===== src/rtl/hough_line_accumulator_top_macros.svh =====
// Assertion helpers for the Hough line accumulator.
`ifndef HOUGH_LINE_ACCUMULATOR_TOP_MACROS_SVH
`define HOUGH_LINE_ACCUMULATOR_TOP_MACROS_SVH

// Same-cycle implication, checked outside reset
`define HLA_ASSERT_IMP(lbl, clk, rst, ante, cons, msg) \
  lbl: assert property (@(posedge clk) disable iff (rst) (ante) |-> (cons)) else $error(msg);

// Next-cycle implication, checked outside reset
`define HLA_ASSERT_NEXT(lbl, clk, rst, ante, cons, msg) \
  lbl: assert property (@(posedge clk) disable iff (rst) (ante) |=> (cons)) else $error(msg);

`endif


===== src/rtl/hla_pkg.sv =====
`timescale 1ns / 1ps
`default_nettype none
package hla_pkg;

  localparam int ANGLES      = 180;
  localparam int RHO_BINS    = 512;
  localparam int RHO_W       = $clog2(RHO_BINS);
  localparam int QUERY_BINS  = 32;
  localparam int QUERY_W     = $clog2(QUERY_BINS);
  localparam int STORE_DEPTH = ANGLES * RHO_BINS;
  localparam int ADDR_W      = $clog2(STORE_DEPTH);
  localparam int COUNT_W     = 15;
  localparam int FRAC_BITS   = 14;
  localparam logic [7:0] EDGE_RESET   = 8'd250;
  localparam logic [7:0] OFFSET_RESET = 8'd186;

  // Configuration register indexes
  localparam logic REG_EDGE   = 1'b0;
  localparam logic REG_OFFSET = 1'b1;

  // Request kinds, same codes as the func field
  typedef enum logic [1:0] {
    FUNC_CLEAR = 2'd0,
    FUNC_VOTE  = 2'd1,
    FUNC_QUERY = 2'd2
  } func_t;

  // Classified request handed from front to back
  typedef struct packed {
    func_t       kind;
    logic [6:0]  pix_x;
    logic [6:0]  pix_y;
    logic [7:0]  angle_sel;
    logic [3:0]  rho_block;
    logic [8:0]  threshold;
  } cmd_t;

  // Back-end status seen by the front and the top level
  typedef struct packed {
    logic init_busy;
    logic idle;
  } status_t;

  // Quarter-wave sine, unsigned Q1.14
  localparam logic [14:0] SIN_Q [0:90] = '{
    15'd0, 15'd286, 15'd572, 15'd857, 15'd1143, 15'd1428, 15'd1713, 15'd1997,
    15'd2280, 15'd2563, 15'd2845, 15'd3126, 15'd3406, 15'd3686, 15'd3964,
    15'd4240, 15'd4516, 15'd4790, 15'd5063, 15'd5334, 15'd5604, 15'd5872,
    15'd6138, 15'd6402, 15'd6664, 15'd6924, 15'd7182, 15'd7438, 15'd7692,
    15'd7943, 15'd8192, 15'd8438, 15'd8682, 15'd8923, 15'd9162, 15'd9397,
    15'd9630, 15'd9860, 15'd10087, 15'd10311, 15'd10531, 15'd10749, 15'd10963,
    15'd11174, 15'd11381, 15'd11585, 15'd11786, 15'd11982, 15'd12176,
    15'd12365, 15'd12551, 15'd12733, 15'd12911, 15'd13085, 15'd13255,
    15'd13421, 15'd13583, 15'd13741, 15'd13894, 15'd14044, 15'd14189,
    15'd14330, 15'd14466, 15'd14598, 15'd14726, 15'd14849, 15'd14968,
    15'd15082, 15'd15191, 15'd15296, 15'd15396, 15'd15491, 15'd15582,
    15'd15668, 15'd15749, 15'd15826, 15'd15897, 15'd15964, 15'd16026,
    15'd16083, 15'd16135, 15'd16182, 15'd16225, 15'd16262, 15'd16294,
    15'd16322, 15'd16344, 15'd16362, 15'd16374, 15'd16382, 15'd16384
  };

  function automatic logic signed [15:0] hla_sin(input logic [7:0] t);
    logic [7:0] idx;
    idx = (t <= 8'd90) ? t : 8'd180 - t;
    return $signed({1'b0, SIN_Q[idx[6:0]]});
  endfunction

  function automatic logic signed [15:0] hla_cos(input logic [7:0] t);
    logic [7:0] idx;
    if (t <= 8'd90) begin
      idx = 8'd90 - t;
      return $signed({1'b0, SIN_Q[idx[6:0]]});
    end else begin
      idx = t - 8'd90;
      return -$signed({1'b0, SIN_Q[idx[6:0]]});
    end
  endfunction

endpackage
`default_nettype wire


===== src/rtl/hla_front.sv =====
`timescale 1ns / 1ps
`default_nettype none
module hla_front (
  input  wire logic            clk,
  input  wire logic            rst,
  input  wire logic            s_tvalid,
  output logic                 s_tready,
  input  wire logic [47:0]     s_tdata,
  input  wire logic [1:0]      s_tuser,
  input  wire logic [7:0]      edge_level,
  input  wire hla_pkg::status_t status,
  output logic                 cmd_valid,
  input  wire logic            cmd_ready,
  output hla_pkg::cmd_t        cmd
);

  hla_pkg::cmd_t fifo [0:1];
  logic          wr_ptr;
  logic          rd_ptr;
  logic [1:0]    count;
  hla_pkg::cmd_t in_cmd;
  logic          keep;
  logic          push;
  logic          pop;

  // Unpack and classify the incoming request
  always_comb begin
    in_cmd.kind      = hla_pkg::func_t'(s_tuser);
    in_cmd.pix_x     = s_tdata[6:0];
    in_cmd.pix_y     = s_tdata[13:7];
    in_cmd.angle_sel = s_tdata[29:22];
    in_cmd.rho_block = s_tdata[33:30];
    in_cmd.threshold = s_tdata[42:34];
    case (s_tuser)
      hla_pkg::FUNC_CLEAR: keep = 1'b1;
      hla_pkg::FUNC_VOTE:  keep = (s_tdata[21:14] > edge_level);
      hla_pkg::FUNC_QUERY: keep = 1'b1;
      default:             keep = 1'b0;
    endcase
  end

  assign s_tready  = (count != 2'd2) && !status.init_busy;
  assign push      = s_tvalid && s_tready && keep;
  assign cmd_valid = (count != 2'd0);
  assign pop       = cmd_valid && cmd_ready;
  assign cmd       = fifo[rd_ptr];

  // Two-entry queue to the back end
  always_ff @(posedge clk) begin
    if (rst) begin
      wr_ptr <= 1'b0;
      rd_ptr <= 1'b0;
      count  <= 2'd0;
    end else begin
      if (push) begin
        wr_ptr <= !wr_ptr;
      end
      if (pop) begin
        rd_ptr <= !rd_ptr;
      end
      count <= count + {1'b0, push} - {1'b0, pop};
    end
  end

  always_ff @(posedge clk) begin
    if (push) begin
      fifo[wr_ptr] <= in_cmd;
    end
  end

endmodule
`default_nettype wire


===== config.mk =====
export PLATFORM = sky130hd
export DESIGN_NAME = hla_front
export DESIGN_NICKNAME = d
export VERILOG_FILES = /design/src/rtl/hough_line_accumulator_top_macros.svh /design/src/rtl/hla_pkg.sv /design/src/rtl/hla_front.sv
export SDC_FILE = /design/constraint.sdc
export NUM_CORES = 1
export LEC_CHECK = 0
export ABC_AREA = 0
export BUFFER_PORTS_ARGS = -buffer_cell sky130_fd_sc_hd__buf_2
export CORE_MARGIN = 2
export CORE_UTILIZATION = 50
export DETAILED_ROUTE_END_ITERATION = 8
export PLACE_DENSITY = 0.79
export RECOVER_POWER = 25
export REMOVE_ABC_BUFFERS = 1
export SETUP_SLACK_MARGIN = 0.2
export SYNTH_ARGS = -nofsm -noshare
export SYNTH_HDL_FRONTEND = slang
export SYNTH_SLANG_ARGS = --single-unit

===== constraint.sdc =====
create_clock -name clk -period 3.6 [get_ports clk]
set_clock_uncertainty 0.15 [all_clocks]
set_input_delay 0.18 -clock clk [delete_from_list [all_inputs] [get_ports clk]]
set_output_delay 0.18 -clock clk [all_outputs]
set_load 0.05 [all_outputs]

-- Word-level counts from Yosys, hierarchy flattened
Memory sizes are Yosys's and may differ from the RTL's. A register that Yosys moved wholly into a read port is not among the register bits.
Cells that the tools add are included.
- register bits after elaboration: 4
- memory bits (writable): 74
- output and inout bits: 39
- memories: 1
- add/sub/neg operators: 2
- magnitude comparators: 1
- equality and inequality tests: 3
- mux-type cells: 5
- reduce and logical (&&, ||, !) cells: 10
- memory list (name ; words ; width ; read ports ; clocked after Yosys merged registers in ; wr ports ; line ; source):
    fifo ; 2 ; 37 ; 1 ; 1 ; 1 ; hla_front.sv:17 ; hla_pkg::cmd_t fifo [0:1];
- operators by type and width (operator ; number):
    greater-than comparator 8 bit ; 1
    logical AND 1 bit ; 4
    2-to-1 mux 1 bit ; 4
    zero test 1 bit ; 3
    adder 2 x 1 -> 2 bit ; 1
    == test 2 x 1 -> 1 bit (second input constant) ; 1
    == test 2 bit (second input constant) ; 1
    zero test 2 bit ; 1
    inequality test 2 bit (second input constant) ; 1
    one-hot mux 1 bit (2 select lines) ; 1
    nonzero test 2 bit ; 1
    OR reduction 2 bit ; 1
    subtractor 2 x 1 -> 2 bit ; 1

-- Longest topological paths before layout
- depth in word-level cells: 6
- mapped depth: 12

-- Worst setup path before layout
OpenSTA, ideal clock, no wires.
- path kind: reg2reg
- start point: reg count[0]
- end point: mem fifo[0][0] (netlist name) (enable)
- library setup time: 0.431 ns
- arrival time: 3.130 ns
- data required time: 3.019 ns
- slack: -0.111 ns
- cell stages (with the launch flop): 6
- clock period less this slack: 3.711 ns
- path through: dfxtp_1 > inv_1 > a21oi_1 > and2_1 > o211ai_4 > nor2_1
- cells in the longest elaborated chain, start to end: 6
- RTL lines (item ; line ; source):
    start, declared ; hla_front.sv:20 ; logic [1:0] count;
    start signal, assigned ; hla_front.sv:61 ; count <= count + {1'b0, push} - {1'b0, pop};
    inequality test 2 bit ; hla_front.sv:42 ; assign s_tready = (count != 2'd2) && !status.init_busy;
    logical AND 1 bit ; hla_front.sv:42 ;
    via s_tready ; hla_front.sv:7 ; output logic s_tready,
    logical AND 1 bit (2 in series) ; hla_front.sv:43 ; assign push = s_tvalid && s_tready && keep;
    2-to-1 mux 1 bit ; hla_front.sv:66 ; if (push) begin
    2-to-1 mux 1 bit (not written as such) ; hla_front.sv:67 ; fifo[wr_ptr] <= in_cmd;
    end, declared ; hla_front.sv:17 ;
The timed path passes the listed nets, and every way through them passes these cells.

==> metrics.yaml <==
ys_seq_elements: 79
power_density_mw_per_mm2: 592
syn_to_final_growth_pct: 37.6
setup_viol: 0
drive_gt1_frac: 0.442
synthXorXnorAreaFrac: 0.00842
root_buffer: "clkbuf_8"
fillers: 422
min_period_ps: 2240
start_kind: "register"
finalHoldViolations: 0
cts_resized: 0
hold_path.startpoint: "cmd_ready"
diodes: 0
path_clk_slew_ps: 80
rows: 28
slew_headroom: 0.400
yosys_warnings: 0
period_share: 0.621
hold_class: "input port to register"
avgSynthCellArea_um2: 18.2
dieArea_mm2: 0.00689
async_flop_share: 0
critical_path.max_fanout: 37
rr_worst_depth: 6
post_cts_buffers: 0
avgRoutedWirePerCell_um: 14.8
fp.coreArea_mm2: 0.00599
max-clock-path-buffers: 2
syn_inst: 171
post_synth_instance_area_mm2: 0.00312
drt_pass1_iterations: 4
arrival_ps: 1910
grt_setup_unrepaired: "no"
r2r-end: "fifo[1][26]"
drtAntennaViolNets: 0
crit_required_ps: 3270
cts_tree: "done"
total_power_mw: 2.54
drtIter0Drc: 64
synth-adder-area-share: 0.0401
maxSlewViolCount: 0
final_nets: 388
yosys.area_share.simple: 0.0265
synth_ff_type: "edfxtp_1"
status: "finished, final reports clean"
max_slew.worst_pin.slew_ps: 901
drcViolationCount: 0
cts-buffers-inserted: 9
reg2reg_slack_ps: 1450
synth_top_family_by_area: "multiplexers"
clkLatencyLatePin_ps: 330
crit_path_end_kind: "output pin"
timing.setup.tns_ps: 0
fmax_mhz: 447
numClockSinks: 79
htreeDepth: 3
die_x_um: 83.0
grt_pass1_wl_mm: 9.69
synth_cell_type_count: 22
vias: 1925
whs_endpoint: "rd_ptr"
first_global_vias: 2010
grt_max_degree: 38
place_congestion: 0.767
initial_utilization: 0.521
synth-edff-count: 74
p_leak_nw: 1.67
seq_area_frac_synth: 0.744
r2r_start: "count[0]"
ctsHoldBuffers: 38
io_buffers: 96
die_y_um: 83.0
synth-compound-area-share: 0.0213
whs_path_depth: 4
synthMuxAreaShare: 0.138
wirelength_mm: 5.82
grt.total_usage: 0.180
pin_count: 103
globalRoute.totalOverflow: 0
critical_path_class: "register to output pin"
maxCapViolCount: 0
place_hpwl_mm: 3.68
ir_drop_v: 0.000490
antenna_found_initial: 0
drt-vias-per-instance: 4.89
## synth_stat cells (2+ instances only)
| cell type | n | area [um2] |
|---|---|---|
| and2_1 | 2 | 12.5 |
| nor2_1 | 8 | 30.0 |
| buf_2 | 4 | 20.0 |
| ha_1 | 10 | 125 |
| a21oi_1 | 3 | 15.0 |
| nand4_1 | 2 | 12.5 |
| mux2_2 | 37 | 417 |
| edfxtp_1 | 74 | 2220 |
| dfxtp_1 | 5 | 100 |
| xnor2_1 | 2 | 17.5 |
| inv_1 | 12 | 45.0 |
| nor2b_1 | 2 | 12.5 |
## metal layers
metal	part of all wire	global-route usage	vias up
met5	0	0	-
met4	0.014	0.0700	0
met3	0.061	0.0497	9
met2	0.49	0.292	72
met1	0.43	0.231	915
li1	-	-	929
## how the worst max path moves through the flow
stage	start	end	slack, ps	cells after the start
global route	s_tdata[20]	count[1]	1220	12
finish	register	cmd[18]	1360	2
global placement	s_tdata[20]	count[1]	1080	12
detailed placement	s_tdata[20]	count[1]	1030	12
floorplan	count[0]	fifo[0][0]	-110	5
CTS	register	cmd[33]	1320	2
## cell usage in the layout, fill, tap and decap left out, types with 3 or more instances in the layout
cell type      netlist  final
a21oi_1              3      3
buf_2                4     80
clkbuf_1             0     17
clkbuf_8             0      9
dfxtp_1              5      4
dlygate4sd3_1        0     38
edfxtp_1            74     74
ha_1                10     10
inv_1               12     12
mux2_2              37     37
nor2_1               8      6
## stage by stage
| stage | worst slack, ps | cell area, um2 | cells | hold slack [ps] | util |
|---|---|---|---|---|---|
| 6_report | 1360 | 4290 | 394 | 124 | 0.717 |
| 5_1_grt | 1220 | 4290 | 394 | 131 | 0.717 |
| 4_1_cts | 1320 | 4310 | 394 | 119 | 0.720 |
| 3_5_place_dp | 1030 | 3720 | 340 | 222 | 0.621 |
| 3_3_place_gp | 1080 | 3720 | 340 | 218 | 0.621 |
| 2_1_floorplan | -111 | 3100 | 167 | 102 | - |
## area by class of cell
type / count / area [um2] / share of cell area
sequential: 79 / 2320 / 0.541
timing repair buffer: 136 / 870 / 0.203
multi-input combinational: 76 / 747 / 0.174
clock buffer: 11 / 131 / 0.0306
tap: 75 / 93.8 / 0.0219
clock inverter: 5 / 82.6 / 0.0192
inverter: 12 / 45.0 / 0.0105
## registers in the layout, summed over array words and instances (netlist names), named ones only
signal	count
wr_ptr	1
rd_ptr	1
fifo	74
count	2
## worst max-delay path, stage by stage (launching register included)
cell	delay [ps]
dfxtp_2	930
mux2_2	430
buf_2	210
## cell families after synthesis
group	count (synthesis)
mux	38
flops	79
simple gates	17
compound gates	8
fa+ha+maj	10
buf+inv	16
xor+xnor	3
## where the power goes
group / internal [mW] / leakage (nW) / switching (mW)
clock: 0.393 / 0.107 / 0.302
combinational: 0.255 / 0.853 / 0.473
sequential: 1.05 / 0.713 / 0.0659
Note: power is estimated with default switching activity, not from simulation.
